`src/expression_syntax_checker_unit_defines.svh`:
```
// Assertion macros for the expression syntax checker.
`ifndef EXPRESSION_SYNTAX_CHECKER_UNIT_DEFINES_SVH
`define EXPRESSION_SYNTAX_CHECKER_UNIT_DEFINES_SVH

// Same-cycle implication, checked outside reset.
`define ESC_ASSERT_NOW(lbl, ante, cons, msg) \
  lbl: assert property (@(posedge clk) disable iff (!rst_n) (ante) |-> (cons)) \
    else $error(msg);

// Next-cycle implication, checked outside reset.
`define ESC_ASSERT_NEXT(lbl, ante, cons, msg) \
  lbl: assert property (@(posedge clk) disable iff (!rst_n) (ante) |=> (cons)) \
    else $error(msg);

`endif

```
`src/esc_pkg.sv`:
```
// Types and constants shared by the expression syntax checker files.
package esc_pkg;

  localparam int CHAR_W  = 8;
  localparam int CAUSE_W = 3;

  // Token classes; CLS_NONE means no token seen yet.
  typedef enum logic [2:0] {
    CLS_NONE  = 3'd0,
    CLS_FUNC  = 3'd1,
    CLS_OPER  = 3'd2,
    CLS_OPEN  = 3'd3,
    CLS_CLOSE = 3'd4,
    CLS_DIGIT = 3'd5,
    CLS_POINT = 3'd6,
    CLS_VAR   = 3'd7
  } cls_t;

  // Partial function name codes; NM_DONE marks a completed name.
  typedef enum logic [3:0] {
    NM_IDLE = 4'd0,
    NM_S    = 4'd1,
    NM_SI   = 4'd2,
    NM_SQ   = 4'd3,
    NM_SQR  = 4'd4,
    NM_C    = 4'd5,
    NM_CO   = 4'd6,
    NM_CT   = 4'd7,
    NM_T    = 4'd8,
    NM_L    = 4'd9,
    NM_E    = 4'd10,
    NM_EX   = 4'd11,
    NM_DONE = 4'd15
  } name_t;

  typedef enum logic [CAUSE_W-1:0] {
    CAUSE_OK    = 3'd0,
    CAUSE_UNDER = 3'd1,
    CAUSE_UNBAL = 3'd2,
    CAUSE_DEPTH = 3'd3,
    CAUSE_CHAR  = 3'd4,
    CAUSE_FIRST = 3'd5,
    CAUSE_LAST  = 3'd6,
    CAUSE_SUCC  = 3'd7
  } cause_t;

  typedef struct packed {
    logic under;
    logic depth;
    logic bad_char;
    logic bad_first;
    logic bad_succ;
  } err_t;

  // Token stage result: next partial name, last token class, new errors.
  typedef struct packed {
    name_t prefix;
    cls_t  cls;
    err_t  err;
  } tok_res_t;

endpackage

```
`src/esc_channels.sv`:
```
// Valid/ready channel interfaces for the character input and the verdict output.
interface esc_in_if;
  logic                          valid;
  logic                          ready;
  logic [esc_pkg::CHAR_W-1:0]    char_code;
  logic                          is_last;

  modport source(output valid, output char_code, output is_last, input ready);
  modport sink(input valid, input char_code, input is_last, output ready);
endinterface

interface esc_out_if;
  logic                          valid;
  logic                          ready;
  logic                          is_valid;
  logic [esc_pkg::CAUSE_W-1:0]   fail_cause;

  modport source(output valid, output is_valid, output fail_cause, input ready);
  modport sink(input valid, input is_valid, input fail_cause, output ready);
endinterface

```
`src/esc_token.sv`:
```
// Tokenizer step: function name tracking, token classing and order checks.
module esc_token (
  input  logic [esc_pkg::CHAR_W-1:0] char_i,
  input  esc_pkg::name_t             prefix_i,
  input  esc_pkg::cls_t              prev_i,
  output esc_pkg::tok_res_t          res_o
);

  function automatic esc_pkg::name_t name_next(input esc_pkg::name_t p,
                                               input logic [esc_pkg::CHAR_W-1:0] c);
    esc_pkg::name_t r;
    r = esc_pkg::NM_IDLE;
    case (p)
      esc_pkg::NM_IDLE: begin
        if (c == "s") r = esc_pkg::NM_S;
        else if (c == "c") r = esc_pkg::NM_C;
        else if (c == "t") r = esc_pkg::NM_T;
        else if (c == "l") r = esc_pkg::NM_L;
        else if (c == "e") r = esc_pkg::NM_E;
      end
      esc_pkg::NM_S: begin
        if (c == "i") r = esc_pkg::NM_SI;
        else if (c == "q") r = esc_pkg::NM_SQ;
      end
      esc_pkg::NM_SI:  if (c == "n") r = esc_pkg::NM_DONE;
      esc_pkg::NM_SQ:  if (c == "r") r = esc_pkg::NM_SQR;
      esc_pkg::NM_SQR: if (c == "t") r = esc_pkg::NM_DONE;
      esc_pkg::NM_C: begin
        if (c == "o") r = esc_pkg::NM_CO;
        else if (c == "t") r = esc_pkg::NM_CT;
      end
      esc_pkg::NM_CO:  if (c == "s") r = esc_pkg::NM_DONE;
      esc_pkg::NM_CT:  if (c == "g") r = esc_pkg::NM_DONE;
      esc_pkg::NM_T:   if (c == "g") r = esc_pkg::NM_DONE;
      esc_pkg::NM_L:   if (c == "n" || c == "g") r = esc_pkg::NM_DONE;
      esc_pkg::NM_E:   if (c == "x") r = esc_pkg::NM_EX;
      esc_pkg::NM_EX:  if (c == "p") r = esc_pkg::NM_DONE;
      default:         r = esc_pkg::NM_IDLE;
    endcase
    return r;
  endfunction

  function automatic esc_pkg::cls_t single_class(input logic [esc_pkg::CHAR_W-1:0] c);
    esc_pkg::cls_t k;
    k = esc_pkg::CLS_NONE;
    if (c inside {["0":"9"]}) k = esc_pkg::CLS_DIGIT;
    else if (c == "(") k = esc_pkg::CLS_OPEN;
    else if (c == ")") k = esc_pkg::CLS_CLOSE;
    else if (c inside {"+", "-", "/", "*"}) k = esc_pkg::CLS_OPER;
    else if (c inside {",", "."}) k = esc_pkg::CLS_POINT;
    else if (c inside {"X", "Y"}) k = esc_pkg::CLS_VAR;
    return k;
  endfunction

  function automatic logic may_follow(input esc_pkg::cls_t p, input esc_pkg::cls_t k);
    logic ok;
    case (p)
      esc_pkg::CLS_FUNC:  ok = (k == esc_pkg::CLS_OPEN);
      esc_pkg::CLS_OPER:  ok = k inside {esc_pkg::CLS_OPEN, esc_pkg::CLS_VAR,
                                         esc_pkg::CLS_DIGIT};
      esc_pkg::CLS_OPEN:  ok = k inside {esc_pkg::CLS_OPEN, esc_pkg::CLS_DIGIT,
                                         esc_pkg::CLS_VAR, esc_pkg::CLS_FUNC};
      esc_pkg::CLS_DIGIT: ok = k inside {esc_pkg::CLS_POINT, esc_pkg::CLS_CLOSE,
                                         esc_pkg::CLS_DIGIT, esc_pkg::CLS_OPER};
      esc_pkg::CLS_POINT: ok = (k == esc_pkg::CLS_DIGIT);
      esc_pkg::CLS_CLOSE: ok = k inside {esc_pkg::CLS_CLOSE, esc_pkg::CLS_OPER};
      esc_pkg::CLS_VAR:   ok = k inside {esc_pkg::CLS_OPER, esc_pkg::CLS_CLOSE};
      default:            ok = 1'b1;
    endcase
    return ok;
  endfunction

  esc_pkg::name_t cont_name;
  esc_pkg::name_t start_name;
  esc_pkg::cls_t  single_cls;
  esc_pkg::cls_t  tok_cls;
  logic           tok_take;
  logic           fresh;
  logic           first_ok;

  assign cont_name  = name_next(prefix_i, char_i);
  assign start_name = name_next(esc_pkg::NM_IDLE, char_i);
  assign single_cls = single_class(char_i);

  always_comb begin
    res_o.prefix = prefix_i;
    res_o.cls    = prev_i;
    res_o.err    = '0;
    tok_cls      = single_cls;
    tok_take     = 1'b0;
    fresh        = 1'b1;

    if (prefix_i != esc_pkg::NM_IDLE) begin
      if (cont_name == esc_pkg::NM_DONE) begin
        res_o.prefix = esc_pkg::NM_IDLE;
        tok_cls      = esc_pkg::CLS_FUNC;
        tok_take     = 1'b1;
        fresh        = 1'b0;
      end else if (cont_name != esc_pkg::NM_IDLE) begin
        res_o.prefix = cont_name;
        fresh        = 1'b0;
      end else begin
        // broken name: drop it and read this character afresh
        res_o.err.bad_char = 1'b1;
        res_o.prefix       = esc_pkg::NM_IDLE;
      end
    end

    if (fresh) begin
      if (single_cls != esc_pkg::CLS_NONE) begin
        tok_take = 1'b1;
      end else if (start_name != esc_pkg::NM_IDLE) begin
        res_o.prefix = start_name;
      end else begin
        res_o.err.bad_char = 1'b1;
      end
    end

    first_ok = (tok_cls == esc_pkg::CLS_OPER && char_i == "-") ||
               (tok_cls inside {esc_pkg::CLS_OPEN, esc_pkg::CLS_VAR,
                                esc_pkg::CLS_DIGIT, esc_pkg::CLS_FUNC});

    if (tok_take) begin
      if (prev_i == esc_pkg::CLS_NONE) begin
        res_o.err.bad_first = !first_ok;
      end else begin
        res_o.err.bad_succ = !may_follow(prev_i, tok_cls);
      end
      res_o.cls = tok_cls;
    end
  end

endmodule

```
`src/expression_syntax_checker_unit.sv`:
```
// Expression syntax checker top level: one formula character per beat.
//
// Usage: in_ch carries one ASCII character per beat in char_code, with is_last
// set on the final character of a formula. Only the final character yields a
// result: out_ch carries is_valid and fail_cause (smallest failing cause code).
// Throughput: one character per cycle while in_ch.ready is high, set by the
// single register stage that holds depth, partial name, last token class and
// the sticky error flags. A verdict enters the output register if that is empty
// or being taken, else the skid entry; the next formula then starts clean.
// Reset (rst_n low, synchronous) clears all formula state and empties the
// output; in_ch.ready is high right after reset.
// Stall: verdicts sit in a two-entry output stage (output register plus skid),
// so characters keep flowing while one verdict waits; in_ch.ready drops only
// while both entries hold verdicts that the receiver has not taken.
// Parenthesis depth saturates at DEPTH_LIMIT and flags an overflow.
`include "expression_syntax_checker_unit_defines.svh"

module expression_syntax_checker_unit #(
  parameter int DEPTH_LIMIT = 255
) (
  input  logic      clk,
  input  logic      rst_n,
  esc_in_if.sink    in_ch,
  esc_out_if.source out_ch
);

  localparam int DW = $clog2(DEPTH_LIMIT + 1);
  localparam logic [DW-1:0] DLIM = DW'(DEPTH_LIMIT);

  typedef struct packed {
    logic            is_valid;
    esc_pkg::cause_t cause;
  } verdict_t;

  logic [DW-1:0]     depth_r, depth_nxt;
  esc_pkg::name_t    prefix_r;
  esc_pkg::cls_t     prev_r;
  esc_pkg::err_t     err_r, err_nxt;
  esc_pkg::tok_res_t tok;

  logic     out_v_r, skid_v_r;
  verdict_t out_r, skid_r, verdict;

  logic accept, push, pop;

  assign in_ch.ready = !skid_v_r;
  assign accept      = in_ch.valid && in_ch.ready;
  assign push        = accept && in_ch.is_last;
  assign pop         = out_v_r && out_ch.ready;

  esc_token u_token (
    .char_i   (in_ch.char_code),
    .prefix_i (prefix_r),
    .prev_i   (prev_r),
    .res_o    (tok)
  );

  always_comb begin
    depth_nxt = depth_r;
    err_nxt   = err_r | tok.err;
    if (in_ch.char_code == "(") begin
      if (depth_r >= DLIM) err_nxt.depth = 1'b1;
      else depth_nxt = depth_r + DW'(1);
    end else if (in_ch.char_code == ")") begin
      if (depth_r == '0) err_nxt.under = 1'b1;
      else depth_nxt = depth_r - DW'(1);
    end
    // a name still open at the end counts as a bad name
    if (in_ch.is_last && tok.prefix != esc_pkg::NM_IDLE) err_nxt.bad_char = 1'b1;
  end

  always_comb begin
    if (err_nxt.under) verdict.cause = esc_pkg::CAUSE_UNDER;
    else if (depth_nxt != '0) verdict.cause = esc_pkg::CAUSE_UNBAL;
    else if (err_nxt.depth) verdict.cause = esc_pkg::CAUSE_DEPTH;
    else if (err_nxt.bad_char) verdict.cause = esc_pkg::CAUSE_CHAR;
    else if (err_nxt.bad_first) verdict.cause = esc_pkg::CAUSE_FIRST;
    else if (!(tok.cls inside {esc_pkg::CLS_CLOSE, esc_pkg::CLS_VAR, esc_pkg::CLS_DIGIT}))
      verdict.cause = esc_pkg::CAUSE_LAST;
    else if (err_nxt.bad_succ) verdict.cause = esc_pkg::CAUSE_SUCC;
    else verdict.cause = esc_pkg::CAUSE_OK;
    verdict.is_valid = (verdict.cause == esc_pkg::CAUSE_OK);
  end

  // formula state
  always_ff @(posedge clk) begin
    if (!rst_n) begin
      depth_r  <= '0;
      prefix_r <= esc_pkg::NM_IDLE;
      prev_r   <= esc_pkg::CLS_NONE;
      err_r    <= '0;
    end else if (accept) begin
      if (in_ch.is_last) begin
        depth_r  <= '0;
        prefix_r <= esc_pkg::NM_IDLE;
        prev_r   <= esc_pkg::CLS_NONE;
        err_r    <= '0;
      end else begin
        depth_r  <= depth_nxt;
        prefix_r <= tok.prefix;
        prev_r   <= tok.cls;
        err_r    <= err_nxt;
      end
    end
  end

  // output register and skid entry
  always_ff @(posedge clk) begin
    if (!rst_n) begin
      out_v_r  <= 1'b0;
      skid_v_r <= 1'b0;
    end else if (!out_v_r || pop) begin
      out_v_r  <= skid_v_r || push;
      skid_v_r <= 1'b0;
    end else if (push) begin
      skid_v_r <= 1'b1;
    end
  end

  always_ff @(posedge clk) begin
    if (!out_v_r || pop) begin
      out_r <= skid_v_r ? skid_r : verdict;
    end else if (push) begin
      skid_r <= verdict;
    end
  end

  assign out_ch.valid      = out_v_r;
  assign out_ch.is_valid   = out_r.is_valid;
  assign out_ch.fail_cause = out_r.cause;

  `ESC_ASSERT_NOW(a_verdict_consistent, out_v_r, out_r.is_valid == (out_r.cause == esc_pkg::CAUSE_OK), "verdict flag disagrees with cause")
  `ESC_ASSERT_NOW(a_skid_behind_out, skid_v_r, out_v_r, "skid entry held while output register empty")
  `ESC_ASSERT_NOW(a_depth_bound, 1'b1, depth_r <= DLIM, "parenthesis depth above limit")
  `ESC_ASSERT_NEXT(a_clear_after_last, push, depth_r == '0 && prefix_r == esc_pkg::NM_IDLE && prev_r == esc_pkg::CLS_NONE && err_r == '0, "formula state not cleared after last character")

endmodule
```
`src/flat_wrapper.sv`:
```
// flat-port wrapper written by rule: the top's interface ports become plain ports
module expression_syntax_checker_unit_flat 
#(
  parameter int DEPTH_LIMIT = 255
)
  (clk, rst_n, in_ch_valid, in_ch_char_code, in_ch_is_last, in_ch_ready, out_ch_valid, out_ch_is_valid, out_ch_fail_cause, out_ch_ready);
  esc_in_if in_ch_i ();
  esc_out_if out_ch_i ();
  input  logic clk;
  input  logic rst_n;
  input wire logic [$bits(in_ch_i.valid)-1:0] in_ch_valid;
  input wire logic [$bits(in_ch_i.char_code)-1:0] in_ch_char_code;
  input wire logic [$bits(in_ch_i.is_last)-1:0] in_ch_is_last;
  output wire logic [$bits(in_ch_i.ready)-1:0] in_ch_ready;
  output wire logic [$bits(out_ch_i.valid)-1:0] out_ch_valid;
  output wire logic [$bits(out_ch_i.is_valid)-1:0] out_ch_is_valid;
  output wire logic [$bits(out_ch_i.fail_cause)-1:0] out_ch_fail_cause;
  input wire logic [$bits(out_ch_i.ready)-1:0] out_ch_ready;
  assign in_ch_i.valid = in_ch_valid;
  assign in_ch_i.char_code = in_ch_char_code;
  assign in_ch_i.is_last = in_ch_is_last;
  assign in_ch_ready = in_ch_i.ready;
  assign out_ch_valid = out_ch_i.valid;
  assign out_ch_is_valid = out_ch_i.is_valid;
  assign out_ch_fail_cause = out_ch_i.fail_cause;
  assign out_ch_i.ready = out_ch_ready;
  expression_syntax_checker_unit #(.DEPTH_LIMIT(DEPTH_LIMIT)) u_core (.clk(clk), .rst_n(rst_n), .in_ch(in_ch_i), .out_ch(out_ch_i));
endmodule
```
`config.mk`:
```
export PLATFORM = sky130hd
export DESIGN_NAME = expression_syntax_checker_unit_flat
export DESIGN_NICKNAME = d
export VERILOG_FILES = /design/src/esc_pkg.sv /design/src/esc_channels.sv /design/src/esc_token.sv /design/src/expression_syntax_checker_unit.sv /design/src/flat_wrapper.sv
export VERILOG_INCLUDE_DIRS = /design/src /design/src/src
export SDC_FILE = /design/constraint.sdc
export NUM_CORES = 1
export LEC_CHECK = 0
export BUFFER_PORTS_ARGS = -buffer_cell sky130_fd_sc_hd__buf_2
export CAP_MARGIN = 20
export CELL_PAD_IN_SITES_DETAIL_PLACEMENT = 0
export CELL_PAD_IN_SITES_GLOBAL_PLACEMENT = 2
export CORE_AREA = 4 4 93 95
export CTS_BUF_LIST = sky130_fd_sc_hd__clkbuf_16
export DETAILED_ROUTE_END_ITERATION = 7
export DIE_AREA = 0 0 97 99
export GPL_ROUTABILITY_DRIVEN = 0
export PLACE_DENSITY = 0.78
export SLEW_MARGIN = 40
export SYNTH_ARGS = -nofsm -noshare
export SYNTH_HDL_FRONTEND = slang
export SYNTH_SLANG_ARGS = --single-unit
```
`constraint.sdc`:
```
create_clock -name clk -period 6.5 [get_ports clk]
set_input_delay 0.325 -clock clk [delete_from_list [all_inputs] [get_ports clk]]
set_output_delay 0.325 -clock clk [all_outputs]
set_load 0.005 [all_outputs]
```
* Word level (Yosys, flattened, before mapping)
Index checks and enable logic that the tools add are counted.
Cells by class: $add $sub $neg 2, multipliers 0, div/mod/pow operators 0, magnitude comparators 3, eq/ne operators 52, shift-type cells 0, mux-type cells 72, bitwise gates (word level) 3, reduce and logical (&&, ||, !) cells 36
Operators by type and width (count):
- == test 8 x 7 -> 1 bit, second input constant | 15
- two-way mux 4 bit | 20
- == test 8 x 6 -> 1 bit, second input constant | 8
- two-way mux 3 bit | 20
- case mux 4 bit (11 select lines) | 1
- two-way mux 8 bit | 5
- == test 3 bit, second input constant | 11
- nonzero test 4 bit | 7
- two-way mux 1 bit | 21
- == test 4 bit, second input constant | 5
- == test 4 x 3 -> 1 bit, second input constant | 4
- == test 3 x 2 -> 1 bit, second input constant | 4
- nonzero test 3 bit | 3
- adder 8 x 1 -> 8 bit, second input constant | 1
- == test 4 x 2 -> 1 bit, second input constant | 2
- >= comparator 8 x 6 -> 1 bit, second input constant | 1
- >= comparator 8 bit, second input constant | 1
- <= comparator 8 x 6 -> 1 bit, second input constant | 1
- logical NOT 8 bit | 1
- nonzero test 8 bit | 1
- subtractor 8 x 1 -> 8 bit, second input constant | 1
- == test 3 x 1 -> 1 bit, second input constant | 2
- logical AND 1 bit | 6
- logical NOT 3 bit | 2
- other kinds (12) | 25
Word-level totals: register bits 30, latch bits 0, RAM bits 0, ROM bits 0, bits of input ports 13, output and inout bits 6, memories 0

* Depth between registers and ports, before layout
Gate-level depths: netlist (run 1).
depth after elaboration 28, gate-level depth with buffers 12

* Cells and area by module
From an unflattened synthesis (run 1), not the netlist that was laid out.
Second synthesis, totals: cells, all modules 405, area total of the unflattened synthesis 3057.9 um2
By module, submodules not included:
- expression_syntax_checker_unit | instances 1, cells each 250, area an instance 2065.7 um2, sequential area each 680.7 um2
- esc_token | instances 1, cells each 155, area an instance 992.2 um2, sequential area each 0.0 um2

* Least setup slack after synthesis (run 1)
OpenSTA, ideal clock, no wires.
path type input to register, start input port in_ch_char_code[2], end register u_core.out_r (netlist bit u_core.out_ch.fail_cause[0]), data pin, library setup time 0.270 ns, data arrival time 2.720 ns, data required time 6.230 ns, setup slack 3.511 ns, cell stages on the path 10, path buffers 1, cell sequence buf_2 or4b_1 a211o_1 a2111oi_4 a211oi_2 and2_0 o2111a_1 or4b_1 o211ai_1 o31ai_1
Between the ends: word-level cells in the longest chain between the ends 27
RTL lines:
- start, declared | line flat_wrapper.sv:12 | input wire logic [$bits(in_ch_i.char_code)-1:0] in_ch_char_code;
- == test 8 x 7 -> 1 bit, on equally long branches | line esc_token.sv:19, esc_token.sv:51
- two-way mux 4 bit or nonzero test 2 bit (tied branches) | line esc_token.sv:19, esc_token.sv:51
- two-way mux 4 bit or two-way mux 3 bit (tied branches) | line esc_token.sv:18, esc_token.sv:51
- two-way mux 4 bit or two-way mux 3 bit (tied branches) | line esc_token.sv:17, esc_token.sv:50
- two-way mux 4 bit or two-way mux 3 bit (tied branches) | line esc_token.sv:16, esc_token.sv:49
- two-way mux 4 bit or two-way mux 3 bit (tied branches) | line esc_token.sv:15, esc_token.sv:48
- case mux 4 bit (11 select lines) or two-way mux 3 bit (tied branches) | line esc_token.sv:13, esc_token.sv:47
- == test 4 bit or two-way mux 3 bit (tied branches) | line esc_token.sv:94, esc_token.sv:46
- [... 11 more ...]
- two-way mux 3 bit | line expression_syntax_checker_unit.sv:80 | else if (err_nxt.bad_succ) verdict.cause = esc_pkg::CAUSE_SUCC;
- two-way mux 3 bit | line expression_syntax_checker_unit.sv:78 | else if (!(tok.cls inside {esc_pkg::CLS_CLOSE, esc_pkg::CLS_VAR, esc_pkg::CLS_DIGIT}))
- two-way mux 3 bit | line expression_syntax_checker_unit.sv:77 | else if (err_nxt.bad_first) verdict.cause = esc_pkg::CAUSE_FIRST;
- two-way mux 3 bit | line expression_syntax_checker_unit.sv:76 | else if (err_nxt.bad_char) verdict.cause = esc_pkg::CAUSE_CHAR;
- two-way mux 3 bit | line expression_syntax_checker_unit.sv:75 | else if (err_nxt.depth) verdict.cause = esc_pkg::CAUSE_DEPTH;
- two-way mux 3 bit | line expression_syntax_checker_unit.sv:74 | else if (depth_nxt != '0) verdict.cause = esc_pkg::CAUSE_UNBAL;
- two-way mux 3 bit * | line expression_syntax_checker_unit.sv:73 | if (err_nxt.under) verdict.cause = esc_pkg::CAUSE_UNDER;
- two-way mux 4 bit * | line expression_syntax_checker_unit.sv:122 | out_r <= skid_v_r ? skid_r : verdict;
- end signal, assigned | line expression_syntax_checker_unit.sv:122
- end, declared | line expression_syntax_checker_unit.sv:42 | verdict_t out_r, skid_r, verdict;
Every way passes the cells marked *; elsewhere a longest branch is shown, timed or not. The select of a mux whose other input is x is not followed. A chain may end at the register's enable or synchronous reset.

* Worst setup path in the final report (run 1)
start register u_core.prefix_r[1], end register u_core.out_r (netlist bit u_core.out_ch.fail_cause[0]), data pin
Between the ends: word-level cells in the longest chain between the ends 23
RTL lines:
- start, declared | line expression_syntax_checker_unit.sv:36 | esc_pkg::name_t prefix_r;
- start signal, assigned | line expression_syntax_checker_unit.sv:89 | prefix_r <= esc_pkg::NM_IDLE;
- start signal, assigned | line expression_syntax_checker_unit.sv:95 | prefix_r <= esc_pkg::NM_IDLE;
- start signal, assigned | line expression_syntax_checker_unit.sv:100 | prefix_r <= tok.prefix;
- == test 4 bit or == test 4 x 3 -> 1 bit (tied branches) | line esc_token.sv:13 | case (p)
- OR reduction 2 bit (no line)
- case mux 4 bit (11 select lines) | line esc_token.sv:13
- == test 4 bit | line esc_token.sv:94 | if (cont_name == esc_pkg::NM_DONE) begin
- two-way mux 3 bit | line esc_token.sv:94
- two-way mux 3 bit | line esc_token.sv:93 | if (prefix_i != esc_pkg::NM_IDLE) begin
- == test 3 bit (tied with other cells) | line esc_token.sv:63 | esc_pkg::CLS_DIGIT: ok = k inside {esc_pkg::CLS_POINT, esc_pkg::CLS_CLOSE,
- nonzero test 4 bit (tied with other cells) | line esc_token.sv:63
- [... 7 more ...]
- two-way mux 3 bit | line expression_syntax_checker_unit.sv:80
- two-way mux 3 bit | line expression_syntax_checker_unit.sv:78
- two-way mux 3 bit | line expression_syntax_checker_unit.sv:77
- two-way mux 3 bit * | line expression_syntax_checker_unit.sv:76
- two-way mux 3 bit * | line expression_syntax_checker_unit.sv:75
- two-way mux 3 bit * | line expression_syntax_checker_unit.sv:74
- two-way mux 3 bit * | line expression_syntax_checker_unit.sv:73
- two-way mux 4 bit * | line expression_syntax_checker_unit.sv:122
Marked as above.

==> reports/metrics.cfg, run 1 <==
[outcome]
status = finished clean

[cells_and_area]
diodes = 0
fin_util_pct = 38.2
fillCellCount = 829
nets = 367
drive_above_1_share_pct = 11.9
stdcell_area_um2 = 2950
multiInputGateArea_um2 = 1860
areaGrowthSynthToFinish_pct = 9.78
regArea_um2 = 681

[cts]
cts_resized = 0
cts_num_sinks = 30
clockBufferDepth = 2
clock-root-buffer = clkbuf_16
hold_buffers = 0
clk_latency_ns = 0.28
cts_made_buffers = 5
cts_max_level = 2
clk_pin_slew_ns = 0.05
cts_setup_buffers = 0
cts_tree = yes

[timing]
final.period_utilization_pct = 49.3
finalHoldViolCount = 0
rsz0062_at_grt = false
slew-limit-headroom_pct = 58.6
finalSetupViolCount = 0
period_needed_ns = 3.20
clock.fmax_mhz = 312
drv_slew = 0
setup_tns_ns = 0
worst_slew_pin_slew_ns = 0.618
clock_skew_ns = 0.00518

[power]
power.density_nw_per_um2 = 161
p_sw_w = 0.000122
clkPwrFrac_pct = 46.8
vdd_drop_max_mv = 0.0886
comb_power_share_pct = 11.9
seqPwrFrac_pct = 41.3
p_int_w = 0.000354
switching_share_pct = 25.5
leakagePower_nw = 1.05

[setup_path]
reg2reg_from = u_core.prefix_r[1]
cp_cell_sequence = or4b_1 > a211o_1 > a2111oi_4 > a211oi_2 > and2_0 > o2111a_1 > or4b_1 > o211ai_1 > o31ai_1
cp_slowest_cell = or4b_1
crit_path_frequent_cell = or4b_1
worst_setup_path_end_kind = flop
r2r_end = u_core.out_ch.fail_cause[0]
reg2reg_slack_ns = 3.30
crit_fanout = 13
worstPathArrival_ns = 3.22
cp_num_buf_inv = 0
worstSetupStartpoint = u_core.prefix_r[1]
critical_path.top_delay_family = compound AO/OA/AOI/OAI gates
cp.required_ns = 6.51
critPathMaxStageDelay_ns = 0.56
cp.depth = 9
worstRegToRegCells = 9
path_class = flop to flop
endpoint = u_core.out_ch.fail_cause[0]
worstSetupStartpointType = flop

[floorplan]
core_area_um2 = 7730
start_util_pct = 34.8
die_h_um = 99
num_io_pins = 19
dieArea_um2 = 9600
die_w_um = 97
num_rows = 32

[logic_synthesis]
ys_ff_latch = 30
synth_cells = 349
synth_fp_nets = 365
ys_top_cells_by_count = nand2_1 (39), nor2_1 (37), dfxtp_1 (22)
synthArstFlopShare_pct = 0
synth_area_leaders = dfxtp_1 (16%), edfxtp_1 (8.9%), nand2_1 (5.4%)
synth-edff-count = 8
ys.flop_type = dfxtp_1
syn-cell-area_um2 = 2690
synth_cell_type_count = 75
yosysSeqAreaShare_pct = 25.3
avgSynthCellArea_um2 = 7.70
synth_largest_area_cell = dfxtp_1
yosysMostFrequentCell = nand2_1
synth_top_area_share_pct = 16.4
ys.warnings.count = 0

[route]
drtAntennaViolNets = 0
drt_iter0_markers = 119
drc = 0
drt-total-wl_mm = 7.74
wl_per_cell_um = 17.1
drt-pass1-iter-count = 4
vias_per_cell = 5.94
via_count = 2697

[global_routing]
grt_pass1_wl_mm = 12.9
grt_use_met2_pct = 26.8
use_met1_pct = 21.6
busiest_layer = met2
met3_usage_pct = 2.83
antenna_found_initial = 0
grt_overflow = 0
grt_pass1_vias = 2548
track_usage_pct = 16.2
grt_max_degree = 23

[job]
drv_cap = 0

[place]
placed_area_um2 = 2810
dpl.hpwl_mm = 5.79
io_buffers = 18

[hold_path]
min_from = in_ch_valid
hp-class = input pin to flop

[how the worst min path moves through the flow]
stage	depth (start not counted)	endpoint	slack [ns]
after global placement	2	u_core.err_r[1]	0.48
final	3	u_core.out_ch.valid	0.41
after detailed placement	2	u_core.err_r[4]	0.49
after global routing	3	u_core.out_ch.valid	0.46
after CTS	3	u_core.out_ch.valid	0.41
after floorplan	2	u_core.err_r[0]	0.45
[power by group through the flow]
| stage | logic [W] | clock network (W) | registers [W] |
|---|---|---|---|
| 3_3_place_gp | 0.0000567 | 0 | 0.000200 |
| 6_report | 0.0000568 | 0.000223 | 0.000197 |
| 4_1_cts | 0.0000568 | 0.000228 | 0.000197 |
| 5_1_grt | 0.0000631 | 0.000239 | 0.000197 |
| 2_1_floorplan | 0.0000412 | 0 | 0.000200 |
| 3_5_place_dp | 0.0000566 | 0 | 0.000200 |
[cell type report]
class                           instances  share of cell area [%]
Clock buffer                            5                    4.24
Clock inverter                          3                   0.552
Inverter                               11                    1.40
Multi-Input combinational cell        284                    63.1
Sequential cell                        30                    23.1
Tap cell                              102                    4.33
Timing Repair Buffer                   19                    3.31
[through the flow]
step	setup WS (ns)	cells	hold slack, ns	power [W]
2_1_floorplan	3.51	349	0.452	0.000241
3_3_place_gp	3.20	446	0.483	0.000257
3_5_place_dp	3.19	446	0.488	0.000257
4_1_cts	3.30	454	0.414	0.000481
5_1_grt	3.10	454	0.463	0.000499
6_report	3.30	454	0.411	0.000476
[cell families after synthesis]
| group | share of synthesized area (%) |
|---|---|
| adder cells (fa/ha/maj) | 1.40 |
| flip-flops | 25.3 |
| XOR/XNOR | 1.63 |
| multiplexers | 1.12 |
| AO/OA/AOI/OAI | 26.0 |
| buffers and inverters | 5.50 |
| AND/OR/NAND/NOR | 39.0 |
[state kept, by name, summed over array words and instances (netlist names)]
name                      flops
u_core.out_ch.fail_cause      3
u_core.err_r                  5
u_core.skid_v_r               1
u_core.prefix_r               4
u_core.out_ch.valid           1
u_core.depth_r                8
u_core.skid_r                 4
u_core.prev_r                 3
u_core.out_ch.is_valid        1
[cell usage in the layout, fill, tap and decap left out, drive strengths merged, types with 5 or more instances in the layout]
cell / count
nor2b: 11
nand2: 39
a22oi: 7
o211ai: 7
nand2b: 5
nor2: 37
clkbuf: 5
and3: 7
nor4b: 5
buf: 19
nor4: 9
dfxtp: 22
inv: 11
o21ai: 16
edfxtp: 8
a21oi: 12
or3: 7
and2: 5
nor3: 7
a21boi: 7
nand4: 6
nand3: 14
[routing by layer]
layer	routed length [um]	vias up
li1	-	1321
met1	3610	1307
met2	3680	54
met3	299	15
met4	160	0
met5	0	-
[worst min-delay path: stages]
cell and delay, ns:
buf_2 0.10, a21oi_1 0.07, a21boi_0 0.15
(Power assumes the default switching activity.)
==> inputs of run 2 (changes only) <==
==> constraint.sdc (replaced) <==
create_clock -name clk -period 3 [get_ports clk]
set_input_delay 0.15 -clock clk [delete_from_list [all_inputs] [get_ports clk]]
set_output_delay 0.15 -clock clk [all_outputs]
set_load 0.005 [all_outputs]
==> run 2 against run 1 <==
Die area stayed put. Core utilization grew 4.6 points. Global-route usage grew 0.67 points. Non-clock buffer count increased by 40. Critical path depth unchanged. Sequential share of layout area shrank 2.4 points. Total power is 120% higher. Fmax up 7.5%.
==> reports/metrics.cfg, run 2 (synthesized netlist as in run 1, its figures left out) <==
[outcome]
status = finished clean  ; unchanged

[setup_path]
worstPathArrival_ns = 2.99  ; was 3.22 ns
path_class = flop to flop  ; unchanged
worstSetupStartpointType = flop  ; unchanged
r2r_end = u_core.out_ch.fail_cause[0]  ; unchanged
reg2reg_from = u_core.prefix_r[1]  ; unchanged
reg2reg_slack_ns = 0.02  ; was 3.30 ns
cp.required_ns = 3.01  ; was 6.51 ns
crit_fanout = 3  ; was 13
worst_setup_path_end_kind = flop  ; unchanged
worstRegToRegCells = 9  ; unchanged

[cts]
hold_buffers = 0  ; unchanged
clock-root-buffer = clkbuf_16  ; unchanged
clk_latency_ns = 0.28  ; about the same
clockBufferDepth = 2  ; unchanged
cts_tree = yes  ; unchanged
clk_pin_slew_ns = 0.05  ; about the same
cts_max_level = 2  ; unchanged
cts_made_buffers = 5  ; unchanged
cts_num_sinks = 30  ; unchanged

[timing]
clock.fmax_mhz = 336  ; was 312 MHz
finalSetupViolCount = 0  ; unchanged
whs_ns = 0.252  ; was 0.411 ns
clock_skew_ns = 0.00580  ; was 0.00518 ns
worst_slew_pin_slew_ns = 0.463  ; was 0.618 ns
finalHoldViolCount = 0  ; unchanged
worst_slack_ns = 0.0202  ; was 3.30 ns
drv_slew = 0  ; unchanged
rsz0062_at_grt = true  ; was false
period_needed_ns = 2.98  ; was 3.20 ns
final.period_utilization_pct = 99.3  ; was 49.3%
slew-limit-headroom_pct = 68.7  ; was 58.6%

[route]
vias_per_cell = 5.80  ; was 5.94
dr_wl_met3_um = 365  ; was 299 um
drtAntennaViolNets = 0  ; unchanged
drt_iter0_markers = 192  ; was 119
wirelength_met1_mm = 3.85  ; was 3.61 mm
drc = 0  ; unchanged
drt-pass1-iter-count = 4  ; unchanged
wl_per_cell_um = 16.6  ; was 17.1 um
drt-total-wl_mm = 8.20  ; was 7.74 mm
via_count = 2867  ; was 2697
highest_layer = met4  ; unchanged
dr_wl_met2_mm = 3.89  ; was 3.68 mm

[global_routing]
track_usage_pct = 16.9  ; was 16.2%
grt_max_degree = 20  ; was 23
grt_pass1_wl_mm = 13.6  ; was 12.9 mm
grt_pass1_vias = 2743  ; was 2548
antenna_found_initial = 0  ; unchanged
grt_overflow = 0  ; unchanged

[power]
clkPwrFrac_pct = 45.6  ; was 46.8%
power.density_nw_per_um2 = 318  ; was 161 nW/um2
p_int_w = 0.000783  ; was 0.000354 W
comb_power_share_pct = 13.9  ; was 11.9%
vdd_drop_max_mv = 0.184  ; was 0.0886 mV
switching_share_pct = 25.6  ; was 25.5%
seqPwrFrac_pct = 40.5  ; was 41.3%
leakagePower_nw = 1.26  ; was 1.05 nW
p_sw_w = 0.000269  ; was 0.000122 W

[place]
io_buffers = 18  ; unchanged
dpl.hpwl_mm = 6.13  ; was 5.79 mm
pre_cts_ws_ns = -0.0277  ; was 3.19 ns

[floorplan]
num_rows = 32  ; unchanged
die_h_um = 99  ; unchanged
num_io_pins = 19  ; unchanged
die_w_um = 97  ; unchanged
dieArea_um2 = 9600  ; unchanged
core_area_um2 = 7730  ; unchanged
start_util_pct = 34.8  ; unchanged

[cells_and_area]
largest_reg_flops = 8  ; unchanged
areaGrowthSynthToFinish_pct = 23.0  ; was 9.78%
drive_above_1_share_pct = 22.7  ; was 11.9%
nets = 407  ; was 367
biggestRegsByFlops = u_core.depth_r (8), u_core.err_r (5)  ; unchanged
diodes = 0  ; unchanged
layout_common_cells = buf_4 (41), nand2_1 (39), nor2_1 (37), dfxtp_1 (21), buf_2 (18)  ; was nand2_1 (39), nor2_1 (36), dfxtp_1 (22), buf_2 (18), nand3_1 (14)
fillCellCount = 802  ; was 829
fin_util_pct = 42.7  ; was 38.2%
top_register = u_core.depth_r  ; unchanged
final_common_cell = buf_4  ; was nand2_1

[hold_path]
hold_path_end = u_core.out_ch.valid  ; unchanged
min_path_cells = 3  ; unchanged
min_from = in_ch_valid  ; unchanged
hp-class = input pin to flop  ; unchanged

[job]
drv_cap = 0  ; unchanged

==> run 2: cell types whose count changed in the layout (fill, tap and decap cells not counted), sizes merged <==
cell      change
inv           +1
clkinvlp      -1
buf          +40
==> run 2: area by class of cell <==
| cell class | instances | area [um2] | share of cell area (%) |
|---|---|---|---|
| multi-input combinational | 284 | 1920 | 58.0 |
| clock buffer | 5 | 125 | 3.79 |
| sequential | 30 | 682 | 20.6 |
| clock inverter | 3 | 13.8 | 0.417 |
| timing repair buffer | 59 | 398 | 12.0 |
| tap | 102 | 128 | 3.86 |
| inverter | 11 | 41.3 | 1.25 |
==> run 2: power groups by stage <==
stage / Sequential, W / Clock (W) / Combinational, W
finish: 0.000426 / 0.000479 / 0.000146
CTS: 0.000426 / 0.000490 / 0.000142
detailed placement: 0.000434 / 0 / 0.000141
global placement: 0.000434 / 0 / 0.000142
floorplan: 0.000434 / 0 / 0.0000893
global route: 0.000427 / 0.000515 / 0.000160
==> run 2: per-stage QoR <==
stage / total power (W) / instances / setup TNS [ns] / instance area [um2]
after floorplan: 0.000523 / 349 / 0 / 2690
after global placement: 0.000577 / 485 / -0.00976 / 3100
after detailed placement: 0.000576 / 485 / -0.0476 / 3100
after CTS: 0.00106 / 495 / 0 / 3250
after global routing: 0.00110 / 494 / -0.197 / 3300
final: 0.00105 / 494 / 0 / 3300
==> run 2: worst max-delay path by stage <==
stage                                  start                           to  slack, ns  depth (start not counted)
final                     u_core.prefix_r[1]  u_core.out_ch.fail_cause[0]       0.02                          9
after global routing      u_core.prefix_r[1]  u_core.out_ch.fail_cause[0]      -0.06                          9
after CTS                 u_core.prefix_r[1]  u_core.out_ch.fail_cause[0]     0.0009                          9
after detailed placement  u_core.prefix_r[1]  u_core.out_ch.fail_cause[0]      -0.03                          9
after global placement    u_core.prefix_r[1]  u_core.out_ch.fail_cause[0]      -0.01                          9
after floorplan           u_core.prefix_r[1]  u_core.out_ch.fail_cause[0]       0.10                          9
==> run 2: critical path, cell delays in order, from the launching register on <==
cell and delay (ns):
dfxtp_2 0.31, or4b_4 0.50, a211o_1 0.34, a2111oi_4 0.35
a211oi_2 0.11, and2_1 0.16, o2111a_1 0.25, or4b_1 0.47
o211ai_1 0.13, o31ai_1 0.09
==> run 2: what timing repair did <==
action                     4_1_cts  5_1_grt
buffers inserted                 2        0
pin swaps                        5       11
setup endpoints to repair        3        8
gates cloned                     0        0
gates resized for setup          0       11
==> run 2: per-layer routing <==
metal	global-route usage, %	up-vias
met4	4.54	0
met2	28.2	79
met3	2.97	11
met1	22.5	1374
li1	-	1403
met5	0	-
==> inputs of run 3 (changes only) <==
--- a/config.mk
+++ b/config.mk
@@ -10,10 +10,10 @@
 export CAP_MARGIN = 20
 export CELL_PAD_IN_SITES_DETAIL_PLACEMENT = 0
 export CELL_PAD_IN_SITES_GLOBAL_PLACEMENT = 2
-export CORE_AREA = 4 4 93 95
+export CORE_AREA = 2 2 91 93
 export CTS_BUF_LIST = sky130_fd_sc_hd__clkbuf_16
 export DETAILED_ROUTE_END_ITERATION = 7
-export DIE_AREA = 0 0 97 99
+export DIE_AREA = 0 0 93 95
 export GPL_ROUTABILITY_DRIVEN = 0
 export PLACE_DENSITY = 0.78
 export SLEW_MARGIN = 40
==> run 3 against run 2 <==
Design area decreased by 0.34%. Critical endpoint is now u_core.skid_r[0]. Cell count unchanged. Non-clock buffer count decreased by 3. Largest power group unchanged. Flip-flop and latch count unchanged.
==> reports/metrics.cfg, run 3 (synthesized netlist as in run 1, its figures left out) <==
[cts]
cts_made_buffers = 5  ; unchanged
clockBufferDepth = 2  ; unchanged
clock-root-buffer = clkbuf_16  ; unchanged
clk_pin_slew_ns = 0.05  ; about the same
cts_num_sinks = 30  ; unchanged
clk_latency_ns = 0.27  ; was 0.28 ns
cts_max_level = 2  ; unchanged
cts_tree = yes  ; unchanged

[global_routing]
grt_pass1_vias = 2784  ; was 2743
antenna_found_initial = 0  ; unchanged
track_usage_pct = 19.4  ; was 16.9%
grt_overflow = 0  ; unchanged
grt_max_degree = 20  ; unchanged
grt_pass1_wl_mm = 13.7  ; was 13.6 mm

[route]
drtAntennaViolNets = 0  ; unchanged
via_count = 2830  ; was 2867
drt-pass1-iter-count = 4  ; unchanged
drt_iter0_markers = 136  ; was 192
drc = 0  ; unchanged
drt-total-wl_mm = 8.25  ; was 8.20 mm
wl_per_cell_um = 16.7  ; was 16.6 um
vias_per_cell = 5.73  ; was 5.80

[floorplan]
die_w_um = 93  ; was 97 um
core_area_um2 = 7930  ; was 7730 um2
start_util_pct = 33.9  ; was 34.8%
num_io_pins = 19  ; unchanged
dieArea_um2 = 8840  ; was 9600 um2
die_h_um = 95  ; was 99 um
num_rows = 33  ; was 32

[timing]
slew-limit-headroom_pct = 67.6  ; was 68.7%
finalSetupViolCount = 0  ; unchanged
period_needed_ns = 2.99  ; was 2.98 ns
drv_slew = 0  ; unchanged
rsz0062_at_grt = true  ; unchanged
worst_slew_pin_slew_ns = 0.480  ; was 0.463 ns
finalHoldViolCount = 0  ; unchanged
clock_skew_ns = 0.00409  ; was 0.00580 ns
clock.fmax_mhz = 335  ; was 336 MHz
worst_slack_ns = 0.0122  ; was 0.0202 ns
final.period_utilization_pct = 99.6  ; was 99.3%

[cells_and_area]
fin_cells = 494  ; unchanged
drive_above_1_share_pct = 23.1  ; was 22.7%
nets = 404  ; was 407
layout_common_cells = nand2_1 (39), buf_4 (38), nor2_1 (37), dfxtp_1 (19), buf_2 (18)  ; was buf_4 (41), nand2_1 (39), nor2_1 (37), dfxtp_1 (21), buf_2 (18)
biggestRegsByFlops = u_core.depth_r (8), u_core.err_r (5)  ; unchanged
final_common_cell = nand2_1  ; was buf_4
areaGrowthSynthToFinish_pct = 22.5  ; was 23.0%
diodes = 0  ; unchanged
largest_reg_flops = 8  ; unchanged
top_register = u_core.depth_r  ; unchanged

[place]
dpl.cell_count = 484  ; was 485
dpl.hpwl_mm = 6.25  ; was 6.13 mm
pre_cts_ws_ns = -0.0459  ; was -0.0277 ns
io_buffers = 18  ; unchanged

[setup_path]
crit_fanout = 3  ; unchanged
worstSetupStartpointType = flop  ; unchanged
cp.required_ns = 3.02  ; was 3.01 ns
worst_setup_path_end_kind = flop  ; unchanged
worstPathArrival_ns = 3.00  ; was 2.99 ns
path_class = flop to flop  ; unchanged

[outcome]
status = finished clean  ; unchanged

[power]
leakagePower_nw = 1.23  ; was 1.26 nW
power.density_nw_per_um2 = 319  ; was 318 nW/um2
vdd_drop_max_mv = 0.253  ; was 0.184 mV

[hold_path]
hp-class = input pin to flop  ; unchanged

[job]
drv_cap = 0  ; unchanged

-- run 3: metrics by stage --
step                      hold WS [ns]  util (%)  setup TNS, ns  cell area [um2]  total power [W]
final                            0.242      41.5              0             3290          0.00105
after CTS                        0.247      40.9        -0.0776             3240          0.00106
after floorplan                  0.387         -              0             2690         0.000523
after global routing             0.304      41.5         -0.260             3290          0.00109
after global placement           0.489      38.7       -0.00799             3070         0.000574
after detailed placement         0.489      38.7        -0.0949             3070         0.000576
-- run 3: report_power, final --
part	internal, W	total, W	switching [W]
sequential	0.000422	0.000426	0.00000431
combinational	0.0000593	0.000144	0.0000850
clock	0.000302	0.000480	0.000178
-- run 3: layout make-up --
cell class,instances,area [um2]
Clock inverter,3,16.3
Sequential cell,30,684
Fill cell,834,4640
Timing Repair Buffer,56,375
Inverter,11,41.3
Multi-Input combinational cell,284,1920
Tap cell,105,131
Clock buffer,5,125
-- run 3: repair_timing --
action,CTS,global route
resized for setup,3,12
buffers inserted,2,0
hold buffers,0,0
endpoints found under the setup margin,4,7
pin swaps,8,7
-- run 3: layer usage --
layer | track usage [%] | wire [um]
met5 | 0 | 0
met4 | 5.02 | 125
met3 | 2.87 | 328
met1 | 24.7 | 3740
met2 | 34.2 | 4050
-- run 3: worst paths after layout --
| kind | start | endpoint | slack, ns | depth (start not counted) |
|---|---|---|---|---|
| worst max-delay path | u_core.prefix_r[1] | u_core.skid_r[0] | 0.01 | 9 |
| worst min-delay path | in_ch_valid | u_core.out_ch.valid | 0.24 | 3 |
| worst max register to register | u_core.prefix_r[1] | u_core.skid_r[0] | 0.01 | 9 |
| worst min register to register | u_core.err_r[3] | u_core.err_r[3] | 0.50 | 2 |
-- run 3: critical path: stages, from the launching register on --
cell       delay (ns)
dfxtp_1          0.30
or4b_1           0.52
a211o_1          0.31
a2111oi_4        0.39
a211oi_2         0.10
and2_4           0.16
o2111a_1         0.26
or4b_1           0.48
o211ai_1         0.12
o21ai_1          0.10
